<file path="src/hdl/iptr_pkg.sv">
// Types, constants and helper functions of the IPv4 prefix trie.
// Depends on nothing.
package iptr_pkg;
  localparam int POOL_NODES = 1024;
  localparam int NODE_AW = $clog2(POOL_NODES);
  localparam int PTR_W = NODE_AW + 1;
  localparam int KEY_BITS = 32;
  localparam int PLEN_W = 6;
  localparam logic [PTR_W-1:0] NIL_PTR = {1'b1, {NODE_AW{1'b0}}};
  localparam logic [PTR_W-1:0] ROOM_LIMIT = PTR_W'(POOL_NODES - 2);
  localparam logic [PLEN_W-1:0] FULL_PLEN = 6'd32;

  localparam logic [1:0] REQ_LOOKUP = 2'd0;
  localparam logic [1:0] REQ_INSERT = 2'd1;
  localparam logic [1:0] REQ_CLEAR  = 2'd2;
  localparam logic [1:0] REQ_SPARE  = 2'd3;

  localparam logic [1:0] ST_OK       = 2'd0;
  localparam logic [1:0] ST_BAD_LEN  = 2'd1;
  localparam logic [1:0] ST_POOL_FULL = 2'd2;

  typedef struct packed {
    logic [1:0]          req_type;
    logic [KEY_BITS-1:0] address;
    logic [PLEN_W-1:0]   prefix_len;
  } req_t;

  typedef struct packed {
    logic       hit;
    logic [1:0] status;
  } rsp_t;

  typedef struct packed {
    logic [KEY_BITS-1:0] key;
    logic [PLEN_W-1:0]   plen;
    logic                mark;
    logic [PTR_W-1:0]    child0;
    logic [PTR_W-1:0]    child1;
  } node_t;

  localparam int NODE_W = $bits(node_t);

  typedef enum logic [2:0] {
    S_IDLE, S_RD, S_EV, S_W_FRESH, S_W_SPLIT, S_W_PARENT, S_DONE
  } state_t;

  function automatic logic branch_bit(input logic [KEY_BITS-1:0] key,
                                      input logic [PLEN_W-1:0] plen);
    if (plen >= FULL_PLEN) return 1'b0;
    return key[5'(6'd31 - plen)];
  endfunction

  function automatic logic covers(input logic [KEY_BITS-1:0] nkey,
                                  input logic [PLEN_W-1:0] plen,
                                  input logic [KEY_BITS-1:0] key);
    logic [KEY_BITS-1:0] mask;
    mask = {KEY_BITS{1'b1}} << (FULL_PLEN - plen);
    return ((nkey ^ key) & mask) == '0;
  endfunction

  function automatic logic [PLEN_W-1:0] lead_zeros(input logic [KEY_BITS-1:0] x);
    logic [PLEN_W-1:0] n;
    n = FULL_PLEN;
    for (int i = 0; i < KEY_BITS; i++) begin
      if (x[i]) n = PLEN_W'(KEY_BITS - 1 - i);
    end
    return n;
  endfunction
endpackage

</file>
<file path="src/hdl/ipv4_prefix_set_trie.sv">
// Node compare of the IPv4 prefix trie walk: coverage, length test, child select.
// Depends on iptr_pkg.
module iptr_walk_cmp import iptr_pkg::*; (
  input  node_t               rec,
  input  logic [KEY_BITS-1:0] key,
  input  logic [PLEN_W-1:0]   plen,
  output logic                cov,
  output logic                le,
  output logic [PTR_W-1:0]    child
);
  assign cov = covers(rec.key, rec.plen, key);
  assign le = rec.plen <= plen;
  assign child = branch_bit(key, rec.plen) ? rec.child1 : rec.child0;
endmodule

</file>
<file path="config.mk">
export PLATFORM = sky130hd
export DESIGN_NAME = iptr_walk_cmp
export DESIGN_NICKNAME = d
export VERILOG_FILES = /design/src/hdl/iptr_pkg.sv /design/src/hdl/ipv4_prefix_set_trie.sv
export SDC_FILE = /design/constraint.sdc
export NUM_CORES = 1
export LEC_CHECK = 0
export ABC_AREA = 1
export BUFFER_PORTS_ARGS = -buffer_cell sky130_fd_sc_hd__buf_2
export CORE_MARGIN = 2
export CORE_UTILIZATION = 44
export DETAILED_ROUTE_END_ITERATION = 12
export PLACE_DENSITY = 0.85
export SLEW_MARGIN = 25
export SYNTH_ARGS = -nofsm -noshare
export SYNTH_HDL_FRONTEND = slang
export SYNTH_SLANG_ARGS = --single-unit
</file>
<file path="constraint.sdc">
create_clock -name vclk -period 2.6
set_clock_uncertainty 0.15 [all_clocks]
set_input_delay 0.26 -clock vclk [all_inputs]
set_output_delay 0.26 -clock vclk [all_outputs]
set_load 0.02 [all_outputs]
</file>
==> impl_metrics.yaml <==
outcome:
  status: "completed"
timing:
  worst_pin_slew_ps: 379
  slew_viol_final: 0
  setup_tns_ps: 0
  hold_violations: 0
  rsz0062_at_grt: "no"
  setup_viol_count_final: 0
  min_period_over_period_pct: 89.3
  max_freq_ghz: 0.431
  slew_headroom_pct: 74.7
  layout_min_cycle_time_ps: 2320
cts:
  cts_setup_buffers: 0
  cts_hold_buffers: 0
  post_cts_resize_count: 0
critical_path:
  startpoint_type: "input pin"
  cp_max_fo: 9
  critical_path_class: "in -> out"
  end_kind: "output pin"
  cp.arrival_ps: 1910
  worst_ep_required_time_ps: 2190
  critPathLaunch: "rec[23]"
floorplan:
  num_rows: 21
  die_area_mm2: 0.00410
  ios: 112
  die_y_um: 64.0
  fp.dieW_um: 64.0
  core_mm2: 0.00339
  initial_core_util_pct: 46.8
yosys:
  yosys_warnings: 0
  syn_area_per_cell_um2: 5.21
  synthesis.nets: 413
  ys_seq_area_share_pct: 0
  syn_area_mm2: 0.00159
  syn_inst: 304
  ys_types: 23
global_route:
  grt_max_degree: 20
  grt_remaining_overflow: 0
  grt_pass1_wl_um: 8670
  antenna_found_initial: 0
  grt_pass1_vias: 2046
  grt_usage_pct: 25.0
place:
  gp_congestion: 0.918
  portBuffers: 111
  post-dp-hpwl_um: 4250
route:
  drc_errors: 0
  routedWlPerCell_um: 10.9
  antenna_left: 0
  num_vias: 2248
  first_iter_violations: 152
  wirelength_um: 5020
  vias_per_cell: 4.90
  detail_route.first_pass.iterations: 4
cells_and_area:
  fin_nets: 524
  regArea_um2: 0
  seq_cells: 0
  post-route-util_pct: 63.9
  clock_buffers: 0
  drive_gt1_share_pct: 31.2
  diodes: 0
  syn2layout_area_growth_pct: 36.7
min_path:
  hold_start: "rec[18]"
  hold_class: "in -> out"
power_and_ir_drop:
  leakage_nw: 1.32
  ir_drop_v: 0.0000921
  p_per_area_mw_per_mm2: 189
job:
  max_cap_violations: 0
[cells in the mapped netlist]
cell | instances | area (µm²)
a21oi_1 | 6 | 30.0
a32o_1 | 1 | 10.0
buf_2 | 1 | 5.00
buf_4 | 3 | 22.5
buf_6 | 3 | 33.8
buf_8 | 1 | 15.0
ha_1 | 10 | 125
inv_1 | 26 | 97.6
inv_2 | 3 | 11.3
inv_6 | 1 | 8.76
nand2_1 | 105 | 394
nand2_2 | 4 | 25.0
nand3_1 | 26 | 130
nand3_2 | 1 | 10.0
nand4_1 | 12 | 75.1
nor2_1 | 43 | 161
nor2_4 | 3 | 33.8
o211ai_1 | 4 | 30.0
o21ai_0 | 12 | 60.1
o21ai_1 | 9 | 45.0
o21bai_1 | 1 | 7.51
xnor2_1 | 6 | 52.6
xor2_1 | 23 | 201
[area by class of cell]
| cell class | instances | area, µm² |
|---|---|---|
| fill | 350 | 1220 |
| timing repair buffer | 117 | 601 |
| inverter | 30 | 118 |
| tap | 46 | 57.6 |
| multi-input combinational | 266 | 1390 |
[where the power goes]
group	total, mW	internal (mW)	switching [mW]
logic	0.410	0.172	0.238
registers	0	0	0
clock network	0	0	0
total	0.410	0.172	0.238
[metal layers]
metal	GRT usage, %	vias up	part of all wire, %
li1	-	1199	-
met4	0.543	0	0.54
met5	0	-	0
met2	46.7	96	48
met1	33.3	949	44
met3	1.06	4	7.5
[placed cells by master, fill, tap and decap left out]
| cell type | n |
|---|---|
| buf_4 | 6 |
| buf_2 | 111 |
| inv_1 | 26 |
| o21bai_1 | 1 |
| ha_1 | 10 |
| nand2_2 | 4 |
| xnor2_1 | 6 |
| nor2_1 | 43 |
| inv_2 | 3 |
| nand2_1 | 105 |
| o211ai_1 | 4 |
| xor2_1 | 23 |
| nor2_4 | 3 |
| o21ai_1 | 9 |
| nand3_2 | 1 |
| inv_6 | 1 |
| nand3_1 | 26 |
| a21oi_1 | 6 |
| o21ai_0 | 12 |
| nand4_1 | 12 |
| a32o_1 | 1 |
[cells by family (layout without fill, tap and decap cells)]
kind of cell | Yosys count | in the layout | synth area share, %
AND/OR/NAND/NOR | 194 | 194 | 52.3
adder cells (fa/ha/maj) | 10 | 10 | 7.89
buffers and inverters | 38 | 147 | 12.2
AO/OA/AOI/OAI | 33 | 33 | 11.5
XOR/XNOR | 29 | 29 | 16.0
[worst max-delay path, cell delays in order]
cell	delay [ps]
buf_2	130
inv_6	60
ha_1	270
inv_1	100
nand2_1	80
nand2_1	130
nand2_1	110
inv_2	90
nand2_1	60
nand2_1	70
nand2_1	40
nor2_1	80
nand2_1	60
nand2_1	60
nand3_1	80
nor2_1	80
buf_2	160
[through the flow]
step	instances	setup WS, ps	power, mW	area [µm²]	hold WS, ps
6_report	459	277	0.410	2170	675
5_1_grt	459	64.2	0.468	2170	701
4_1_cts	459	293	0.410	2170	679
3_5_place_dp	459	294	0.407	2170	678
3_3_place_gp	459	307	0.401	2170	674
2_1_floorplan	304	342	0.256	1590	538
[path summary, 6_finish.rpt]
kind | end | depth (start not counted)
setup / recovery | cov | 17
hold / removal | child[7] | 4
(Power assumes the default switching activity.)
